File: src/design/rfct_pkg.sv
// Package for the response framer: request and result codes, field widths
// and the result record shared by the interfaces and the framer.
// No dependencies.
`default_nettype none

package rfct_pkg;

  localparam int unsigned TypeW  = 2;
  localparam int unsigned ByteW  = 8;
  localparam int unsigned CountW = 16;
  localparam int unsigned RetryW = 8;
  localparam int unsigned CfgIdxW = 2;
  localparam int unsigned CfgDataW = 16;

  localparam logic [CountW-1:0] DefaultCharTicks = 16'd30;
  localparam logic [CountW-1:0] ResetFirstTicks  = 16'd1000;
  localparam logic [CountW-1:0] ResetCapacity    = 16'd100;
  localparam logic [RetryW-1:0] ResetRetryLimit  = 8'd0;

  typedef enum logic [TypeW-1:0] {
    REQ_START = 2'd0,
    REQ_BYTE  = 2'd1,
    REQ_TICK  = 2'd2
  } req_type_e;

  typedef enum logic [TypeW-1:0] {
    KIND_BYTE   = 2'd0,
    KIND_RESEND = 2'd1,
    KIND_DONE   = 2'd2
  } kind_e;

  typedef enum logic [1:0] {
    END_COMPLETE = 2'd0,
    END_OVERFLOW = 2'd1,
    END_NO_RESP  = 2'd2
  } end_status_e;

  typedef enum logic [CfgIdxW-1:0] {
    CFG_FIRST_TIMEOUT = 2'd0,
    CFG_CHAR_TIMEOUT  = 2'd1,
    CFG_RETRY_LIMIT   = 2'd2,
    CFG_CAPACITY      = 2'd3
  } cfg_idx_e;

  typedef struct packed {
    logic [TypeW-1:0]  kind;
    logic [ByteW-1:0]  data_byte;
    logic [CountW-1:0] byte_index;
    logic [1:0]        end_status;
    logic [CountW-1:0] frame_length;
    logic              last;
  } result_t;

endpackage

`default_nettype wire

File: src/design/rfct_if.sv
// Handshake channels of the response framer: the request channel and the
// result channel. Depends on rfct_pkg for field widths.
`default_nettype none

interface rfct_req_if;
  logic                        valid;
  logic                        ready;
  logic [rfct_pkg::TypeW-1:0]  req_type;
  logic [rfct_pkg::ByteW-1:0]  rx_byte;

  modport source (output valid, output req_type, output rx_byte, input ready);
  modport sink   (input valid, input req_type, input rx_byte, output ready);
endinterface

interface rfct_rsp_if;
  logic                        valid;
  logic                        ready;
  logic [rfct_pkg::TypeW-1:0]  kind;
  logic [rfct_pkg::ByteW-1:0]  data_byte;
  logic [rfct_pkg::CountW-1:0] byte_index;
  logic [1:0]                  end_status;
  logic [rfct_pkg::CountW-1:0] frame_length;
  logic                        last;

  modport source (output valid, output kind, output data_byte, output byte_index,
                  output end_status, output frame_length, output last,
                  input ready);
  modport sink   (input valid, input kind, input data_byte, input byte_index,
                  input end_status, input frame_length, input last,
                  output ready);
endinterface

`default_nettype wire

File: src/design/response_framer_with_char_timeout.sv
// Response framer with inter-character timeout: frame state, timers and a
// three-entry result queue. Depends on rfct_pkg and the channels in rfct_if.
`default_nettype none

//  channel  | dir | handshake     | payload
//  ---------+-----+---------------+---------------------------------------------
//  req_i    | in  | valid/ready   | req_type, rx_byte
//  rsp_o    | out | valid/ready   | kind, data_byte, byte_index, end_status,
//           |     |               | frame_length, last
//  cfg      | in  | cfg_we_i      | cfg_idx_i, cfg_data_i (no read-back)
//
// Each request is handled in the cycle it is accepted: the frame state is
// updated at that edge and its zero, one or two results enter the queue,
// whose entry 0 drives the output. One request per cycle is taken while
// the queue holds at most one result, or two with one leaving; the depth
// of three sets how long requests keep flowing against a stalled channel.
// Reset clears the frame state and queue and loads the register defaults.

module response_framer_with_char_timeout (
  input  wire logic                          clk_i,
  input  wire logic                          rst_ni,
  input  wire logic                          cfg_we_i,
  input  wire logic [rfct_pkg::CfgIdxW-1:0]  cfg_idx_i,
  input  wire logic [rfct_pkg::CfgDataW-1:0] cfg_data_i,
  rfct_req_if.sink                           req_i,
  rfct_rsp_if.source                         rsp_o
);

  import rfct_pkg::*;

  localparam int unsigned QDepth = 3;

  // Configuration registers.
  logic [CountW-1:0] first_ticks_q;
  logic [CountW-1:0] char_ticks_q;
  logic [RetryW-1:0] retry_limit_q;
  logic [CountW-1:0] capacity_q;

  // Frame state.
  logic              active_q, active_d;
  logic              started_q, started_d;
  logic [CountW-1:0] byte_count_q, byte_count_d;
  logic [CountW-1:0] elapsed_q, elapsed_d;
  logic [RetryW-1:0] retries_q, retries_d;

  // Result queue; entry 0 drives the result channel.
  result_t     queue_q [QDepth];
  result_t     queue_d [QDepth];
  logic [1:0]  count_q, count_d;

  logic        accept;
  logic        pop;
  logic [1:0]  base;
  logic [1:0]  n_push;
  result_t     res0, res1;
  req_type_e   req_type;

  // An item may be taken whenever, after this cycle's pop, the queue still has
  // room for the two results that a single request can cause.
  assign pop     = rsp_o.valid && rsp_o.ready;
  assign req_i.ready = (count_q <= 2'd1) || ((count_q == 2'd2) && rsp_o.ready);
  assign accept  = req_i.valid && req_i.ready;
  assign base    = count_q - {1'b0, pop};
  assign req_type = req_type_e'(req_i.req_type);

  // Configuration writes.
  always_ff @(posedge clk_i or negedge rst_ni) begin
    if (!rst_ni) begin
      first_ticks_q <= ResetFirstTicks;
      char_ticks_q  <= DefaultCharTicks;
      retry_limit_q <= ResetRetryLimit;
      capacity_q    <= ResetCapacity;
    end else if (cfg_we_i) begin
      unique case (cfg_idx_e'(cfg_idx_i))
        CFG_FIRST_TIMEOUT: first_ticks_q <= cfg_data_i;
        CFG_CHAR_TIMEOUT:  char_ticks_q  <= cfg_data_i;
        CFG_RETRY_LIMIT:   retry_limit_q <= cfg_data_i[RetryW-1:0];
        CFG_CAPACITY:      capacity_q    <= cfg_data_i;
        default: ;
      endcase
    end
  end

  // Request decode: next frame state and the results caused by the request.
  always_comb begin
    logic [CountW-1:0] next_count;
    logic [CountW-1:0] inc_ticks;
    logic [CountW-1:0] limit;
    logic              full_after_byte;

    active_d     = active_q;
    started_d    = started_q;
    byte_count_d = byte_count_q;
    elapsed_d    = elapsed_q;
    retries_d    = retries_q;
    res0         = '0;
    res1         = '0;
    n_push       = 2'd0;

    next_count      = byte_count_q + 16'd1;
    // The frame is full once the new byte count + 1 reaches capacity; capacity 0 is full.
    full_after_byte = ({1'b0, next_count} + 17'd1) >= {1'b0, capacity_q};
    inc_ticks       = (elapsed_q == '1) ? elapsed_q : elapsed_q + 16'd1;
    if (started_q) begin
      limit = (char_ticks_q == '0) ? DefaultCharTicks : char_ticks_q;
    end else begin
      limit = first_ticks_q;
    end

    if (accept) begin
      case (req_type)
        REQ_START: begin
          // A start opens a fresh frame, dropping any frame in flight; capacity 0 or 1 ends it at once.
          active_d     = 1'b1;
          started_d    = 1'b0;
          byte_count_d = '0;
          elapsed_d    = '0;
          retries_d    = retry_limit_q;
          if (capacity_q <= 16'd1) begin
            active_d        = 1'b0;
            res0.kind       = KIND_DONE;
            res0.end_status = END_OVERFLOW;
            res0.last       = 1'b1;
            n_push          = 2'd1;
          end
        end
        REQ_BYTE: begin
          if (active_q) begin
            byte_count_d    = next_count;
            started_d       = 1'b1;
            elapsed_d       = '0;
            res0.kind       = KIND_BYTE;
            res0.data_byte  = req_i.rx_byte;
            res0.byte_index = byte_count_q;
            if (full_after_byte) begin
              // The filling byte is followed by an overflow finish.
              active_d          = 1'b0;
              res1.kind         = KIND_DONE;
              res1.end_status   = END_OVERFLOW;
              res1.frame_length = next_count;
              res1.last         = 1'b1;
              n_push            = 2'd2;
            end else begin
              res0.last = 1'b1;
              n_push    = 2'd1;
            end
          end
        end
        REQ_TICK: begin
          if (active_q) begin
            elapsed_d = inc_ticks;
            if (inc_ticks >= limit) begin
              res0.last = 1'b1;
              n_push    = 2'd1;
              if (started_q) begin
                active_d          = 1'b0;
                res0.kind         = KIND_DONE;
                res0.end_status   = END_COMPLETE;
                res0.frame_length = byte_count_q;
              end else if (retries_q != '0) begin
                retries_d = retries_q - 8'd1;
                elapsed_d = '0;
                res0.kind = KIND_RESEND;
              end else begin
                active_d        = 1'b0;
                res0.kind       = KIND_DONE;
                res0.end_status = END_NO_RESP;
              end
            end
          end
        end
        default: ;
      endcase
    end
  end

  // Queue update: shift out on pop, then append new results behind the rest.
  always_comb begin
    for (int i = 0; i < QDepth; i++) begin
      if (pop && (i < QDepth - 1)) begin
        queue_d[i] = queue_q[i+1];
      end else begin
        queue_d[i] = queue_q[i];
      end
      if ((n_push != 2'd0) && (2'(i) == base)) begin
        queue_d[i] = res0;
      end
      if ((n_push == 2'd2) && (2'(i) == base + 2'd1)) begin
        queue_d[i] = res1;
      end
    end
    count_d = base + n_push;
  end

  always_ff @(posedge clk_i or negedge rst_ni) begin
    if (!rst_ni) begin
      active_q     <= 1'b0;
      started_q    <= 1'b0;
      byte_count_q <= '0;
      elapsed_q    <= '0;
      retries_q    <= '0;
      count_q      <= '0;
    end else begin
      active_q     <= active_d;
      started_q    <= started_d;
      byte_count_q <= byte_count_d;
      elapsed_q    <= elapsed_d;
      retries_q    <= retries_d;
      count_q      <= count_d;
    end
  end

  always_ff @(posedge clk_i) begin
    for (int i = 0; i < QDepth; i++) begin
      queue_q[i] <= queue_d[i];
    end
  end

  assign rsp_o.valid        = (count_q != 2'd0);
  assign rsp_o.kind         = queue_q[0].kind;
  assign rsp_o.data_byte    = queue_q[0].data_byte;
  assign rsp_o.byte_index   = queue_q[0].byte_index;
  assign rsp_o.end_status   = queue_q[0].end_status;
  assign rsp_o.frame_length = queue_q[0].frame_length;
  assign rsp_o.last         = queue_q[0].last;

  // A full queue must hold off new requests.
  a_full_stalls: assert property (@(posedge clk_i) disable iff (!rst_ni)
    (count_q == 2'd3) |-> !req_i.ready)
    else $error("request taken while result queue is full");

  // A byte taken during an open frame always leaves a result to deliver.
  a_byte_gives_result: assert property (@(posedge clk_i) disable iff (!rst_ni)
    (accept && (req_type == REQ_BYTE) && active_q) |=> (count_q != 2'd0))
    else $error("accepted byte produced no result");

  // A finish result always closes the frame.
  a_done_closes: assert property (@(posedge clk_i) disable iff (!rst_ni)
    (accept && (n_push != 2'd0) &&
     ((res0.kind == KIND_DONE) || (res1.kind == KIND_DONE && n_push == 2'd2)))
    |=> !active_q)
    else $error("frame still open after finish result");

  // A resend consumes exactly one retry.
  a_resend_retry: assert property (@(posedge clk_i) disable iff (!rst_ni)
    (accept && (n_push == 2'd1) && (res0.kind == KIND_RESEND))
    |=> (retries_q == $past(retries_q) - 8'd1))
    else $error("resend did not consume a retry");

  // A finish result at the output is always the last one of its request.
  a_done_is_last: assert property (@(posedge clk_i) disable iff (!rst_ni)
    (rsp_o.valid && (rsp_o.kind == KIND_DONE)) |-> rsp_o.last)
    else $error("finish result not marked last");

endmodule

`default_nettype wire

File: src/flat_wrapper.sv
// flat-port wrapper written by rule: the top's interface ports become plain ports
module response_framer_with_char_timeout_flat import rfct_pkg::*;
  (clk_i, rst_ni, cfg_we_i, cfg_idx_i, cfg_data_i, req_i_valid, req_i_req_type, req_i_rx_byte, req_i_ready, rsp_o_valid, rsp_o_kind, rsp_o_data_byte, rsp_o_byte_index, rsp_o_end_status, rsp_o_frame_length, rsp_o_last, rsp_o_ready);
  rfct_req_if req_i_i ();
  rfct_rsp_if rsp_o_i ();
  input  wire logic clk_i;
  input  wire logic rst_ni;
  input  wire logic cfg_we_i;
  input  wire logic [rfct_pkg::CfgIdxW-1:0] cfg_idx_i;
  input  wire logic [rfct_pkg::CfgDataW-1:0] cfg_data_i;
  input wire logic [$bits(req_i_i.valid)-1:0] req_i_valid;
  input wire logic [$bits(req_i_i.req_type)-1:0] req_i_req_type;
  input wire logic [$bits(req_i_i.rx_byte)-1:0] req_i_rx_byte;
  output wire logic [$bits(req_i_i.ready)-1:0] req_i_ready;
  output wire logic [$bits(rsp_o_i.valid)-1:0] rsp_o_valid;
  output wire logic [$bits(rsp_o_i.kind)-1:0] rsp_o_kind;
  output wire logic [$bits(rsp_o_i.data_byte)-1:0] rsp_o_data_byte;
  output wire logic [$bits(rsp_o_i.byte_index)-1:0] rsp_o_byte_index;
  output wire logic [$bits(rsp_o_i.end_status)-1:0] rsp_o_end_status;
  output wire logic [$bits(rsp_o_i.frame_length)-1:0] rsp_o_frame_length;
  output wire logic [$bits(rsp_o_i.last)-1:0] rsp_o_last;
  input wire logic [$bits(rsp_o_i.ready)-1:0] rsp_o_ready;
  assign req_i_i.valid = req_i_valid;
  assign req_i_i.req_type = req_i_req_type;
  assign req_i_i.rx_byte = req_i_rx_byte;
  assign req_i_ready = req_i_i.ready;
  assign rsp_o_valid = rsp_o_i.valid;
  assign rsp_o_kind = rsp_o_i.kind;
  assign rsp_o_data_byte = rsp_o_i.data_byte;
  assign rsp_o_byte_index = rsp_o_i.byte_index;
  assign rsp_o_end_status = rsp_o_i.end_status;
  assign rsp_o_frame_length = rsp_o_i.frame_length;
  assign rsp_o_last = rsp_o_i.last;
  assign rsp_o_i.ready = rsp_o_ready;
  response_framer_with_char_timeout u_core (.clk_i(clk_i), .rst_ni(rst_ni), .cfg_we_i(cfg_we_i), .cfg_idx_i(cfg_idx_i), .cfg_data_i(cfg_data_i), .req_i(req_i_i), .rsp_o(rsp_o_i));
endmodule
File: config.mk
export PLATFORM = sky130hd
export DESIGN_NAME = response_framer_with_char_timeout_flat
export DESIGN_NICKNAME = d
export VERILOG_FILES = /design/src/design/rfct_pkg.sv /design/src/design/rfct_if.sv /design/src/design/response_framer_with_char_timeout.sv /design/src/flat_wrapper.sv
export SDC_FILE = /design/constraint.sdc
export NUM_CORES = 1
export LEC_CHECK = 0
export BUFFER_PORTS_ARGS = -buffer_cell sky130_fd_sc_hd__buf_2
export CAP_MARGIN = 20
export CORE_AREA = 5 5 192 120
export CTS_BUF_LIST = sky130_fd_sc_hd__clkbuf_8
export CTS_CLUSTER_SIZE = 30
export DETAILED_ROUTE_END_ITERATION = 6
export DIE_AREA = 0 0 197 125
export PLACE_DENSITY = 0.79
export SKIP_LAST_GASP = 1
export SYNTH_ARGS = -nofsm -noshare
export SYNTH_HDL_FRONTEND = slang
export SYNTH_SLANG_ARGS = --single-unit
File: constraint.sdc
create_clock -name clk_i -period 6.87 [get_ports clk_i]
set_clock_uncertainty 0.15 [all_clocks]
set_input_delay 0.687 -clock clk_i [delete_from_list [all_inputs] [get_ports clk_i]]
set_output_delay 0.687 -clock clk_i [all_outputs]
set_load 0.02 [all_outputs]
==> reports/qor.log <==
[run_status] outcome finished clean
[synthesis] main combinational cell family by area after synthesis compound AO/OA/AOI/OAI gates
[timing] final number of hold-violating endpoints 0
[place] cell area after placement 0.0132 mm²
[global_route] number of antenna violations at the first check in global routing 0
[floorplanning] top-level I/O count 80
[finish] most frequent standard cell in the layout excluding fill and tap cells nand2_1
[cts] CTS clock-pin slew for the worst setup and hold paths 70 ps
[synthesis] unique cell type count in the Yosys netlist 70
[detailed_routing] detailed-routing iteration count for the pre-antenna-repair pass 5
[synthesis] total nets after synthesis 1404
[timing] Final setup violation count 0
[cts] number of buffers created by CTS 37
[synthesis] post-synthesis compound-gate area fraction 0.172
[finish] area occupied by multi-input gates 0.00638 mm²
[global_route] via count of the first global-routing pass 9564
[cts] H-tree levels 2
[power_and_ir_drop] net switching power 0.00132 W
[power_and_ir_drop] Clock power frac 0.283
[finish] synthesis-to-layout area growth 7.20%
[synthesis] Synth Area in XOR/XNOR 0.0290
[synthesis] count of state elements after synthesis 235
[detailed_routing] DRC violation count after routing 0
[synthesis] Synthesis Warnings 0
[worst_setup_path] data arrival at the endpoint of the critical path 5850 ps
[finish] most frequent cells in the layout nand2_1, a21oi_1, dfrtp_1, buf_2, dfxtp_1
[place] post-DP HPWL 21500 µm
[power_and_ir_drop] switching fraction of total power 0.334
[floorplanning] DIE HEIGHT 125 µm
[timing] Max Slew Vio Count 0
[finish] footprint of the flip-flops and latches 0.00579 mm²
[hold_path] capture endpoint of the worst hold path u_core.capacity_q[8]
[synthesis] adder-cell area share of the yosys netlist 0.0405
[floorplanning] initial core utilization 0.608
[synthesis] average size of a mapped cell 9.76 µm²
[detailed_routing] total via count after detailed routing 10200
[synthesis] Post-synth EDFFs 57
[global_route] wire length of the first global-routing pass 51300 µm
[floorplanning] core area 0.0213 mm²
[worst_setup_path] logic depth of the worst register-to-register path 18
[cts] number of hold buffers added after CTS 1
[synthesis] share of synthesized cell area in and, or, nand and nor gates 0.141
[floorplanning] total number of placement rows 42
[cts] number of cells upsized or downsized after cts 0
[worst_setup_path] R2R Path End u_core.queue_q[0][102]
[run] number of maximum-capacitance constraint violations 0
[worst_setup_path] startpoint kind of the worst setup timing path register
[cts] Clock Root Buffer clkbuf_8
[cts] maximum count of clock buffers along a single path 3
[detailed_routing] wire per inst 19.3 µm
[worst_setup_path] capturing element type of the critical path register
[timing] final period demand of the worst path 5850 ps
[global_route] total congestion overflow 0
[power_and_ir_drop] worst ir drop on vdd 0.205 mV
[detailed_routing] number of nets with antenna violations after routing 0
[timing] Final period util 0.851
[cts] CTS tree done
[floorplanning] DIE AREA 0.0246 mm²
[detailed_routing] total wirelength of the detailed-routed design 31700 µm
[timing] slew at the pin closest to its max-slew limit 1160 ps
[finish] antenna cells 0
[floorplanning] Die W 197 µm
[detailed_routing] via/cell ratio 6.21
[synthesis] Post-Syn Instances 1329
[finish] Net count, final 1408
[hold_path] hold wc startpoint cfg_data_i[8]
[finish] fraction of layout instances using a drive strength above 1 0.201
[power_and_ir_drop] sequential fraction of design power 0.470
[place] final RePlAce weighted congestion 0.942
[finish] final instance area 0.0139 mm²
[power_and_ir_drop] Power per Cell Area 284 mW/mm²
[place] count of input and output buffers 79
[synthesis] Async S/R FF share, synth 0.426
[synthesis] top_reg_cell synth dfrtp_1
[global_route] total routing resource utilization after global routing 0.253
[cts] clock latency of the later-clocked register in the worst-skew pair 540 ps
[synthesis] post-synth design cell area 0.0130 mm²
[synthesis] mux cell area share after synthesis 0.104
[worst_setup_path] kind of critical path register to register
[hold_path] Hold Path Cell Cnt 2
[worst_setup_path] data required time of the worst path 6870 ps
[worst_setup_path] Reg-to-Reg Start u_core.byte_count_q[0]
[worst_setup_path] Worst Path Max Fanout 19
[power_and_ir_drop] logic gate share of total power 0.248
[synthesis] Seq/Total Area, Yosys 0.447
[timing] setup repair after global routing missed its margin no
[detailed_routing] number of DRC markers in iteration 0 1082
[worst_setup_path] register-to-register setup slack 1020 ps
[power_and_ir_drop] leakage power 5.77 nW
[timing] timing-limited maximum frequency 171 MHz
[cts] clk sinks 235
[cts] Post-CTS Setup Repair Bufs 0
[finish] layout filler cell count 1729
[timing] Final TNS setup 0 ps
[power_and_ir_drop] design internal power 0.00263 W
[hold_path] path category of the worst min-delay check input pin to register
[global_route] pin count of the biggest net entering global routing 75
[timing] headroom to the max-slew limit 0.229
==> registers in the layout, summed over array words and instances, names as in the netlist <==
register              flops
u_core.active_q           1
u_core.char_ticks_q      16
u_core.first_ticks_q     16
u_core.byte_count_q      16
u_core.count_q            2
u_core.capacity_q        16
u_core.started_q          1
u_core.elapsed_q         16
u_core.retry_limit_q      8
u_core.queue_q          135
u_core.retries_q          8
==> per-layer routing <==
layer  up-vias  track usage  share of wire
met3        58       0.0618          0.096
met1      4919        0.402           0.47
li1       4784            -              -
met4         0       0.0473          0.016
met5         -            0              0
met2       455        0.351           0.41
==> cells by family (layout without fill, tap and decap cells) <==
| logic type | count (synthesis) | after routing |
|---|---|---|
| fa+ha+maj | 42 | 42 |
| flops | 235 | 235 |
| simple gates | 363 | 363 |
| buf+inv | 175 | 204 |
| xor+xnor | 43 | 43 |
| compound gates | 344 | 344 |
| mux | 127 | 127 |
==> cell type report <==
cell class,instances,share of cell area
Multi-Input combinational cell,919,0.459
Sequential cell,235,0.417
Timing Repair Buffer,99,0.0396
Clock buffer,39,0.0386
Tap cell,286,0.0257
Inverter,41,0.0111
Clock inverter,25,0.00981
==> stage by stage <==
step | cells | power [W] | setup slack [ps] | util | hold WS, ps
CTS | 1644 | 0.00396 | 1070 | 0.652 | 262
detailed placement | 1579 | 0.00285 | 1130 | 0.620 | 297
floorplan | 1329 | 0.00262 | 1890 | - | 241
finish | 1644 | 0.00395 | 1020 | 0.652 | 272
global placement | 1579 | 0.00281 | 1300 | 0.620 | 292
global route | 1644 | 0.00417 | 430 | 0.652 | 272
==> synthesized netlist by cell type, drive strengths merged (17+ instances only) <==
library cell	number	area, µm²
nand2	150	563
a21oi	127	636
dfrtp	87	2180
dfxtp	78	1560
buf	73	492
mux2i	68	681
a211oi	61	478
clkbuf	61	229
mux2	59	664
o21ai	58	309
edfxtp	57	1710
nor2	49	184
ha	42	526
inv	41	154
xnor2	31	272
or2	25	156
nand3	22	115
and2	17	109
nand4	17	134
nor3	17	95.1
==> worst max-delay path, stage by stage (launching register included) <==
cell,delay [ps]
dfrtp_1,730
ha_1,550
nor2b_1,270
nor2_1,110
nor3_1,270
nand2b_1,180
nor3_1,320
nand2b_1,140
nor2_1,150
xnor2_1,80
ha_1,310
nand4_1,130
o41ai_1,410
a21oi_1,130
buf_4,190
and2_4,180
or3_1,340
buf_4,210
nand2_1,600
==> power by group through the flow <==
stage | clock network, W | registers [W] | logic [W]
6_report | 0.00112 | 0.00186 | 0.000978
5_1_grt | 0.00120 | 0.00188 | 0.00108
4_1_cts | 0.00113 | 0.00185 | 0.000977
3_5_place_dp | 0 | 0.00188 | 0.000969
3_3_place_gp | 0 | 0.00187 | 0.000942
2_1_floorplan | 0 | 0.00180 | 0.000823
==> how the worst max path moves through the flow <==
stage / from / endpoint / slack (ps) / cells after the start
2_1_floorplan: u_core.byte_count_q[0] / u_core.queue_q[0][45] / 1890 / 20
3_3_place_gp: u_core.byte_count_q[0] / u_core.queue_q[0][99] / 1300 / 18
3_5_place_dp: u_core.byte_count_q[0] / u_core.queue_q[0][99] / 1130 / 18
4_1_cts: u_core.byte_count_q[0] / u_core.queue_q[0][107] / 1070 / 18
5_1_grt: u_core.byte_count_q[0] / u_core.queue_q[0][103] / 430 / 20
6_report: u_core.byte_count_q[0] / u_core.queue_q[0][102] / 1020 / 18
Note: power is estimated with default switching activity, not from simulation.
